[config.mk]
export PLATFORM = sky130hd
export DESIGN_NAME = timed_event_queue
export DESIGN_NICKNAME = d
export VERILOG_FILES = /design/src/teq_pkg.sv /design/src/teq_ram.sv /design/src/timed_event_queue.sv
export VERILOG_INCLUDE_DIRS = /design/src /design/src/src
export SDC_FILE = /design/constraint.sdc
export NUM_CORES = 2
export LEC_CHECK = 0
export BUFFER_PORTS_ARGS = -buffer_cell sky130_fd_sc_hd__buf_4
export CAP_MARGIN = 20
export CORE_MARGIN = 5
export CORE_UTILIZATION = 56
export CTS_CLUSTER_DIAMETER = 120
export DETAILED_ROUTE_END_ITERATION = 7
export GPL_ROUTABILITY_DRIVEN = 0
export PLACE_DENSITY = 0.76
export SLEW_MARGIN = 20
export SYNTH_ARGS = -nofsm -noshare
export SYNTH_HDL_FRONTEND = slang
export SYNTH_SLANG_ARGS = --single-unit
[constraint.sdc]
create_clock -name clk -period 15.9 [get_ports clk]
set_input_delay 1.59 -clock clk [delete_from_list [all_inputs] [get_ports clk]]
set_output_delay 1.59 -clock clk [all_outputs]
set_load 0.02 [all_outputs]
[src/timed_event_queue_assert.svh]
// assertion macros for the timed event queue
// used by the top level; expects clk and arst_n in scope
`ifndef TIMED_EVENT_QUEUE_ASSERT_SVH
`define TIMED_EVENT_QUEUE_ASSERT_SVH

// same-cycle implication
`define TEQ_ASSERT_NOW(lbl, ante, cons, msg) \
	lbl: assert property (@(posedge clk) disable iff (!arst_n) (ante) |-> (cons)) \
	else $error(msg);

// next-cycle implication
`define TEQ_ASSERT_NEXT(lbl, ante, cons, msg) \
	lbl: assert property (@(posedge clk) disable iff (!arst_n) (ante) |=> (cons)) \
	else $error(msg);

`endif

[src/teq_pkg.sv]
// shared types and codes for the timed event queue
// no dependencies
`timescale 1ns / 1ps
`default_nettype none
package teq_pkg;
	localparam int CMD_W    = 3;
	localparam int STATUS_W = 4;
	localparam int SEQ_W    = 48;
	localparam int DUE_W    = 48;
	localparam int URG_W    = 32;
	localparam int TYPE_FW  = 16;
	localparam int TGT_FW   = 16;
	localparam int DATA_FW  = 32;

	localparam logic [CMD_W-1:0] CMD_SCHEDULE = 3'd0;
	localparam logic [CMD_W-1:0] CMD_CANCEL   = 3'd1;
	localparam logic [CMD_W-1:0] CMD_TARGET   = 3'd2;
	localparam logic [CMD_W-1:0] CMD_READY    = 3'd3;
	localparam logic [CMD_W-1:0] CMD_CLEAR    = 3'd4;

	localparam logic [STATUS_W-1:0] STS_SCHEDULED  = 4'd0;
	localparam logic [STATUS_W-1:0] STS_INVALID    = 4'd1;
	localparam logic [STATUS_W-1:0] STS_EXHAUSTED  = 4'd2;
	localparam logic [STATUS_W-1:0] STS_FULL       = 4'd3;
	localparam logic [STATUS_W-1:0] STS_CANCELLED  = 4'd4;
	localparam logic [STATUS_W-1:0] STS_NOT_FOUND  = 4'd5;
	localparam logic [STATUS_W-1:0] STS_READY      = 4'd6;
	localparam logic [STATUS_W-1:0] STS_NONE_READY = 4'd7;
	localparam logic [STATUS_W-1:0] STS_REMOVED    = 4'd8;
	localparam logic [STATUS_W-1:0] STS_NO_MATCH   = 4'd9;
	localparam logic [STATUS_W-1:0] STS_CLEARED    = 4'd10;

	localparam logic [SEQ_W-1:0] SEQ_FIRST = 48'd1;
	localparam logic [SEQ_W-1:0] SEQ_LAST  = {SEQ_W{1'b1}};

	typedef enum logic [2:0] {
		ST_IDLE,
		ST_RD,
		ST_EV,
		ST_PUT,
		ST_FIN
	} teq_state_t;
endpackage
`default_nettype wire

[src/teq_ram.sv]
// generic single-write, single-read memory with registered read data
// no dependencies
`timescale 1ns / 1ps
`default_nettype none
module teq_ram #(
	parameter int WIDTH = 8,
	parameter int DEPTH = 16
) (
	input  wire logic                     clk,
	input  wire logic                     we,
	input  wire logic [$clog2(DEPTH)-1:0] waddr,
	input  wire logic [WIDTH-1:0]         wdata,
	input  wire logic [$clog2(DEPTH)-1:0] raddr,
	output logic      [WIDTH-1:0]         rdata
);
	logic [WIDTH-1:0] mem_q [DEPTH];

	always_ff @(posedge clk) begin
		if (we) begin
			mem_q[waddr] <= wdata;
		end
		rdata <= mem_q[raddr];
	end
endmodule
`default_nettype wire

[src/timed_event_queue.sv]
// channel | dir | tdata                                  | tuser   | tlast
// s_      | in  | type,target,due,urgency,data,cseq,now  | command | -
// m_      | out | seq,type,target,due,urgency,data       | status  | last
// one transaction at a time; clear, rejects and empty-table sweeps go straight to the final state
// schedule: walks back from the table end, moving up each entry that the new one precedes, then writes it in
// cancel, cancel-by-target and take-ready sweep all entries, each one read and then evaluated
// the sweep rate is set by the single entry memory, read then written back
// a full output register stalls the sweep when a second match must go out; reset empties the table at once
// depends on teq_pkg, teq_ram and timed_event_queue_assert.svh
`timescale 1ns / 1ps
`default_nettype none
`include "timed_event_queue_assert.svh"
module timed_event_queue #(
	parameter int DEPTH        = 16,
	parameter int DATA_WIDTH   = 32,
	parameter int TYPE_WIDTH   = 16,
	parameter int TARGET_WIDTH = 16
) (
	input  wire logic                         clk,
	input  wire logic                         arst_n,
	input  wire logic                         s_tvalid,
	output logic                              s_tready,
	// type, target, due_at, urgency, event_data, cancel_seq, now_tick
	input  wire logic [239:0]                 s_tdata,
	// command
	input  wire logic [teq_pkg::CMD_W-1:0]    s_tuser,
	output logic                              m_tvalid,
	input  wire logic                         m_tready,
	// seq, type, target, due, urgency, data
	output logic      [191:0]                 m_tdata,
	// status
	output logic      [teq_pkg::STATUS_W-1:0] m_tuser,
	output logic                              m_tlast
);
	import teq_pkg::*;

	localparam int AW = $clog2(DEPTH);
	localparam int CW = $clog2(DEPTH + 1);

	typedef struct packed {
		logic [SEQ_W-1:0]        seq;
		logic [TYPE_WIDTH-1:0]   typ;
		logic [TARGET_WIDTH-1:0] tgt;
		logic [DUE_W-1:0]        due;
		logic [URG_W-1:0]        urg;
		logic [DATA_WIDTH-1:0]   dat;
	} entry_t;

	teq_state_t state_q, state_d;

	logic [CMD_W-1:0]        cmd_q;
	entry_t                  new_q;
	logic [SEQ_W-1:0]        cseq_q;
	logic [DUE_W-1:0]        now_q;
	logic [STATUS_W-1:0]     res_status_q;
	logic [SEQ_W-1:0]        res_seq_q;
	logic [CW-1:0]           count_q;
	logic [SEQ_W-1:0]        next_seq_q;
	logic [AW-1:0]           r_q;
	logic [CW-1:0]           w_q;
	logic                    prefix_q;
	logic                    pend_v_q;
	logic [STATUS_W-1:0]     pend_status_q;
	entry_t                  pend_q;
	logic                    out_v_q;
	logic [STATUS_W-1:0]     out_status_q;
	entry_t                  out_q;
	logic                    out_last_q;

	logic                    ram_we;
	logic [AW-1:0]           ram_waddr;
	entry_t                  ram_wdata;
	entry_t                  ram_rdata;

	logic [TYPE_WIDTH-1:0]   in_typ;
	logic [TARGET_WIDTH-1:0] in_tgt;
	logic [DUE_W-1:0]        in_due;
	logic [DATA_WIDTH-1:0]   in_dat;
	logic                    accept;
	logic                    ofree;
	logic                    is_insert;
	logic                    precede;
	logic                    match;
	logic                    stall;
	logic                    at_end;
	logic                    sched_ok;
	logic                    out_load;
	logic [STATUS_W-1:0]     match_status;

	teq_ram #(
		.WIDTH($bits(entry_t)),
		.DEPTH(DEPTH)
	) u_ram (
		.clk  (clk),
		.we   (ram_we),
		.waddr(ram_waddr),
		.wdata(ram_wdata),
		.raddr(r_q),
		.rdata(ram_rdata)
	);

	assign in_typ = TYPE_WIDTH'(s_tdata[15:0]);
	assign in_tgt = TARGET_WIDTH'(s_tdata[31:16]);
	assign in_due = s_tdata[79:32];
	assign in_dat = DATA_WIDTH'(s_tdata[143:112]);

	assign s_tready  = (state_q == ST_IDLE);
	assign accept    = s_tvalid && s_tready;
	assign ofree     = !out_v_q || m_tready;
	assign is_insert = (cmd_q == CMD_SCHEDULE);
	assign at_end    = ((CW'(r_q) + CW'(1)) == count_q);
	assign sched_ok  = in_typ != '0 && in_due != '0 && next_seq_q != SEQ_LAST
		&& count_q != CW'(DEPTH);

	always_comb begin
		if (new_q.due != ram_rdata.due) begin
			precede = (new_q.due < ram_rdata.due);
		end else begin
			precede = ($signed(new_q.urg) < $signed(ram_rdata.urg));
		end
	end

	always_comb begin
		match        = 1'b0;
		match_status = STS_CANCELLED;
		case (cmd_q)
			CMD_CANCEL: begin
				match = !pend_v_q && (ram_rdata.seq == cseq_q);
			end
			CMD_TARGET: begin
				match        = (new_q.tgt != '0) && (ram_rdata.tgt == new_q.tgt);
				match_status = STS_REMOVED;
			end
			CMD_READY: begin
				match        = prefix_q && (ram_rdata.due <= now_q);
				match_status = STS_READY;
			end
			default: begin
				match = 1'b0;
			end
		endcase
	end

	assign stall = !is_insert && match && pend_v_q && !ofree;

	assign out_load = (state_q == ST_EV && !is_insert && !stall && match && pend_v_q)
		|| (state_q == ST_FIN && ofree);

	// next state
	always_comb begin
		state_d = state_q;
		case (state_q)
			ST_IDLE: begin
				if (accept) begin
					state_d = ST_FIN;
					case (s_tuser)
						CMD_SCHEDULE: begin
							if (sched_ok) begin
								state_d = (count_q == '0) ? ST_PUT : ST_RD;
							end
						end
						CMD_CANCEL, CMD_TARGET, CMD_READY: begin
							state_d = (count_q == '0) ? ST_FIN : ST_RD;
						end
						default: begin
							state_d = ST_FIN;
						end
					endcase
				end
			end
			ST_RD: begin
				state_d = ST_EV;
			end
			ST_EV: begin
				if (is_insert) begin
					if (!precede) begin
						state_d = ST_FIN;
					end else if (r_q == '0) begin
						state_d = ST_PUT;
					end else begin
						state_d = ST_RD;
					end
				end else if (!stall) begin
					state_d = at_end ? ST_FIN : ST_RD;
				end
			end
			ST_PUT: begin
				state_d = ST_FIN;
			end
			ST_FIN: begin
				if (ofree) begin
					state_d = ST_IDLE;
				end
			end
			default: begin
				state_d = ST_IDLE;
			end
		endcase
	end

	// memory writes
	always_comb begin
		ram_we    = 1'b0;
		ram_waddr = '0;
		ram_wdata = ram_rdata;
		case (state_q)
			ST_EV: begin
				if (is_insert) begin
					ram_we    = 1'b1;
					ram_waddr = r_q + AW'(1);
					ram_wdata = precede ? ram_rdata : new_q;
				end else if (!match) begin
					ram_we    = 1'b1;
					ram_waddr = w_q[AW-1:0];
				end
			end
			ST_PUT: begin
				ram_we    = 1'b1;
				ram_wdata = new_q;
			end
			default: begin
				ram_we = 1'b0;
			end
		endcase
	end

	always_ff @(posedge clk or negedge arst_n) begin
		if (!arst_n) begin
			state_q    <= ST_IDLE;
			count_q    <= '0;
			next_seq_q <= SEQ_FIRST;
			pend_v_q   <= 1'b0;
			out_v_q    <= 1'b0;
			prefix_q   <= 1'b0;
			r_q        <= '0;
			w_q        <= '0;
		end else begin
			state_q <= state_d;
			if (out_load) begin
				out_v_q <= 1'b1;
			end else if (out_v_q && m_tready) begin
				out_v_q <= 1'b0;
			end
			case (state_q)
				ST_IDLE: begin
					if (accept) begin
						pend_v_q <= 1'b0;
						prefix_q <= 1'b1;
						w_q      <= '0;
						if (s_tuser == CMD_SCHEDULE) begin
							r_q <= AW'(count_q - CW'(1));
						end else begin
							r_q <= '0;
						end
					end
				end
				ST_EV: begin
					if (is_insert) begin
						r_q <= r_q - AW'(1);
					end else if (!stall) begin
						if (!at_end) begin
							r_q <= r_q + AW'(1);
						end
						if (cmd_q == CMD_READY && !match) begin
							prefix_q <= 1'b0;
						end
						if (match) begin
							pend_v_q <= 1'b1;
						end else begin
							w_q <= w_q + CW'(1);
						end
					end
				end
				ST_FIN: begin
					if (ofree) begin
						case (cmd_q)
							CMD_SCHEDULE: begin
								if (res_status_q == STS_SCHEDULED) begin
									count_q    <= count_q + CW'(1);
									next_seq_q <= next_seq_q + SEQ_W'(1);
								end
							end
							CMD_CANCEL, CMD_TARGET, CMD_READY: begin
								count_q <= w_q;
							end
							CMD_CLEAR: begin
								count_q    <= '0;
								next_seq_q <= SEQ_FIRST;
							end
							default: begin
								count_q <= count_q;
							end
						endcase
					end
				end
				default: begin
					r_q <= r_q;
				end
			endcase
		end
	end

	// payload registers
	always_ff @(posedge clk) begin
		if (accept) begin
			cmd_q     <= s_tuser;
			new_q.seq <= next_seq_q;
			new_q.typ <= in_typ;
			new_q.tgt <= in_tgt;
			new_q.due <= in_due;
			new_q.urg <= s_tdata[111:80];
			new_q.dat <= in_dat;
			cseq_q    <= s_tdata[191:144];
			now_q     <= s_tdata[239:192];
			res_seq_q <= (s_tuser == CMD_SCHEDULE && sched_ok) ? next_seq_q : '0;
			case (s_tuser)
				CMD_SCHEDULE: begin
					if (in_typ == '0 || in_due == '0) begin
						res_status_q <= STS_INVALID;
					end else if (next_seq_q == SEQ_LAST) begin
						res_status_q <= STS_EXHAUSTED;
					end else if (count_q == CW'(DEPTH)) begin
						res_status_q <= STS_FULL;
					end else begin
						res_status_q <= STS_SCHEDULED;
					end
				end
				CMD_CANCEL: res_status_q <= STS_NOT_FOUND;
				CMD_TARGET: res_status_q <= STS_NO_MATCH;
				CMD_READY:  res_status_q <= STS_NONE_READY;
				CMD_CLEAR:  res_status_q <= STS_CLEARED;
				default:    res_status_q <= STS_INVALID;
			endcase
		end
		if (state_q == ST_EV && !is_insert && !stall && match) begin
			pend_q        <= ram_rdata;
			pend_status_q <= match_status;
			if (pend_v_q) begin
				out_q        <= pend_q;
				out_status_q <= pend_status_q;
				out_last_q   <= 1'b0;
			end
		end
		if (state_q == ST_FIN && ofree) begin
			out_last_q <= 1'b1;
			if (pend_v_q) begin
				out_q        <= pend_q;
				out_status_q <= pend_status_q;
			end else begin
				out_q        <= entry_t'({res_seq_q, {($bits(entry_t) - SEQ_W){1'b0}}});
				out_status_q <= res_status_q;
			end
		end
	end

	assign m_tvalid = out_v_q;
	assign m_tuser  = out_status_q;
	assign m_tlast  = out_last_q;
	assign m_tdata  = {DATA_FW'(out_q.dat), out_q.urg, out_q.due, TGT_FW'(out_q.tgt),
		TYPE_FW'(out_q.typ), out_q.seq};

	`TEQ_ASSERT_NOW(a_count_bound, 1'b1, count_q <= CW'(DEPTH), "entry count above depth")
	`TEQ_ASSERT_NOW(a_compact_behind, state_q == ST_EV && !is_insert, w_q <= CW'(r_q), "compaction ahead of read")
	`TEQ_ASSERT_NEXT(a_busy_after_accept, accept, state_q != ST_IDLE, "idle right after accept")
	`TEQ_ASSERT_NOW(a_no_clobber, state_q == ST_EV && !is_insert && match && pend_v_q && out_v_q && !m_tready, ram_we == 1'b0, "write during stalled sweep")
endmodule
`default_nettype wire
==> run summary <==
pin count of the biggest net entering global routing - 149
share of the clock period used by the worst path after layout - 46.3%
Vert. Die Dim - 534 um
Mapped Cells - 6711
kind of path behind the tightest hold check - flip-flop to flip-flop
count of boundary I/O pins - 446
depth of the worst register-to-register path - 13
number of gates given a new drive strength after cts - 0
full die area - 285000 um2
post-detailed-route via-to-cell ratio - 6.45
worst slew pin tran - 1200 ps
number of standard-cell rows in the floorplan - 192
Port-buffer cells - 445
number of buffers on the longest clock path - 4
largest clock skew in the final design - 96.0 ps
minimum period implied by the final worst setup slack - 7370 ps
post-route antenna net violation count - 0
Setup WS pre-CTS - 8660 ps
antenna violations before repair - 17
later-pin clock latency in the skew report - 990 ps
Synth Net Count - 7093
area occupied by multi-input gates - 32400 um2
leading area contributor after synthesis - sky130_fd_sc_hd__edfxtp_1
worst max-slew margin expressed relative to the limit - 19.9%
capturing instance or port of the critical path - u_ram.mem_q[6][41]
final wirelength - 379000 um
synthesis warning total - 0
most common cell in the synthesized netlist - sky130_fd_sc_hd__edfxtp_1
DR DRC count - 0
leakage power of the design - 56.7 nW
Synth Register Bits - 4067
Post-Route Setup TNS - 0 ps
EDFF count, synth - 3806
CTS tree - built
endpoint kind of the worst setup timing path - flip-flop
critical path startpoint category - flip-flop
commonest cells in the synthesized netlist - 3806 x sky130_fd_sc_hd__edfxtp_1, 960 x sky130_fd_sc_hd__mux4_2, 193 x sky130_fd_sc_hd__dfxtp_1, 179 x sky130_fd_sc_hd__mux2_4, 166 x sky130_fd_sc_hd__clkbuf_1
number of library cell types mapped by synthesis - 79
Pwr per Cell Area - 183 nW/um2
required arrival time at the worst endpoint - 16430 ps
top post-synthesis cells by area - sky130_fd_sc_hd__edfxtp_1 74%, sky130_fd_sc_hd__mux4_2 14%, sky130_fd_sc_hd__dfxtp_1 2.5%
reg2reg setup slack - 8530 ps
per-instance average area after synthesis - 22.9 um2
maximum ir drop on the vdd rail - 0.128 mV
first-pass GRT wire length - 544000 um
final-report max-slew violation count - 0
beginning of the worst hold path - u_ram.rdata[143]
RSZ-0062 raised after global routing - no
register area share after synthesis - 77.9%
fraction of final layout cells with drive strength greater than 1 - 31.4%
area overhead of the layout relative to synthesis - 14.1%
H-Tree Depth - 5
overall routing resource usage - 26.4%
number of max-cap violations - 0
Sink Count - 4067
cts bufs inserted - 401
Setup CP Type - flip-flop to flip-flop
buffers inserted by post-CTS timing repair - 0
critical path arrival - 7890 ps
initial core utilization - 56.2%
total standard cell area after synthesis - 154000 um2
number of failing setup endpoints in the final timing report - 0
register cell area after layout - 120000 um2
number of iterations in the first detailed-routing pass - 8
Achievable Freq - 136 MHz
root buf cell - sky130_fd_sc_hd__clkbuf_16
vias in the first global route - 75700
Core Box Area - 274000 um2
critical path fanouts, max - 51
count of vias placed by the detailed router - 73200
post-route worst setup slack - 8530 ps
quantity of hold-fixing buffers added after cts - 0
worst r2r dst - u_ram.mem_q[6][41]
post-layout net count - 7778
launching point of the worst reg2reg path - now_q[47]
worst setup path start - now_q[47]
Detail Placement HPWL - 206000 um
DRT iter0 DRCs - 9492
clock slew at reported path FFs - 60 ps
Final Hold Violating Endpoints - 0
width of the die - 534 um
Filler cells - 17100
status - finished, final reports clean
Synth top area share - 74.3%
average wire per standard cell - 33.4 um
final global-route overflow total - 0
dominant synthesized flop cell - sky130_fd_sc_hd__edfxtp_1
fraction of registers with async set/reset - 1.67%
metal layers:
layer	part of all wire, %	vias to the layer above	track usage, %
li1	-	29300	-
met1	37	38800	35.7
met2	49	4415	43.1
met3	8.9	732	4.35
met4	5.0	8	11.5
met5	0.012	-	0
sequential cells by signal (all words and copies together) (netlist names), 5 cells and up:
register     count
u_ram.mem_q   3072
u_ram.rdata    192
res_seq_q       48
w_q              5
count_q          5
next_seq_q      48
cseq_q          48
m_tdata        192
now_q           48
new_q          192
pend_q         192
stage by stage:
step / hold slack [ps] / power [mW] / util, % / std cells / cell area, um2
3_3_place_gp: 416 / 22.3 / 59.1 / 10600 / 162000
2_1_floorplan: 404 / 19.9 / - / 6711 / 154000
3_5_place_dp: 420 / 22.6 / 59.1 / 10600 / 162000
4_1_cts: 431 / 32.3 / 64.1 / 11300 / 175000
5_1_grt: 442 / 33.3 / 64.1 / 11400 / 176000
6_report: 434 / 32.2 / 64.1 / 11400 / 176000
layout by cell type (no fill, tap or decap), types with 80 or more instances in the layout:
cell type,instances
sky130_fd_sc_hd__inv_1,147
sky130_fd_sc_hd__nor2b_1,152
sky130_fd_sc_hd__xor2_1,83
sky130_fd_sc_hd__mux2_4,179
sky130_fd_sc_hd__dfxtp_1,193
sky130_fd_sc_hd__edfxtp_1,3806
sky130_fd_sc_hd__clkbuf_1,90
sky130_fd_sc_hd__nor2_1,80
sky130_fd_sc_hd__mux4_2,960
sky130_fd_sc_hd__buf_4,545
sky130_fd_sc_hd__clkbuf_16,403
sky130_fd_sc_hd__ha_1,135
area by class of cell:
| cell class | instances | area share, % |
|---|---|---|
| Sequential cell | 4067 | 68.3 |
| Multi-Input combinational cell | 2212 | 18.4 |
| Clock buffer | 537 | 6.28 |
| Tap cell | 3589 | 2.56 |
| Timing Repair Buffer | 566 | 2.55 |
| Clock inverter | 216 | 1.51 |
| Inverter | 148 | 0.321 |
| Antenna cell | 21 | 0.0299 |
worst min path at each step:
stage	end	slack, ps	cells after the start
after floorplan	pend_q[0]	400	0
after global placement	pend_q[21]	420	0
after detailed placement	pend_q[16]	420	0
after CTS	pend_q[143]	430	0
after global routing	pend_q[143]	440	0
final	pend_q[143]	430	0
cells by family (layout without fill, tap and decap cells):
logic type / Yosys count / in the layout / synth area share, %
mux: 1211 / 1211 / 16.3
fa+ha+maj: 135 / 135 / 1.10
simple gates: 570 / 570 / 2.10
buf+inv: 432 / 1467 / 1.16
compound gates: 189 / 189 / 0.778
other cells: 0 / 21 / 0
xor+xnor: 107 / 107 / 0.609
flops: 4067 / 4067 / 77.9
critical path: stages (launching register included):
cell	delay, ps
sky130_fd_sc_hd__edfxtp_1	320
sky130_fd_sc_hd__inv_1	40
sky130_fd_sc_hd__ha_1	290
sky130_fd_sc_hd__nand4_1	480
sky130_fd_sc_hd__nor4_4	630
sky130_fd_sc_hd__nand3_2	180
sky130_fd_sc_hd__o32ai_1	330
sky130_fd_sc_hd__o31a_1	640
sky130_fd_sc_hd__nand2_1	210
sky130_fd_sc_hd__o31a_1	440
sky130_fd_sc_hd__nor2_4	560
sky130_fd_sc_hd__buf_4	750
sky130_fd_sc_hd__buf_4	900
sky130_fd_sc_hd__buf_4	950
where the power goes:
part,internal [mW],total [mW],switching [mW]
combinational,3.02,7.44,4.42
clock,5.62,9.70,4.08
sequential,14.2,15.0,0.818
Note: power is estimated with default switching activity, not from simulation.
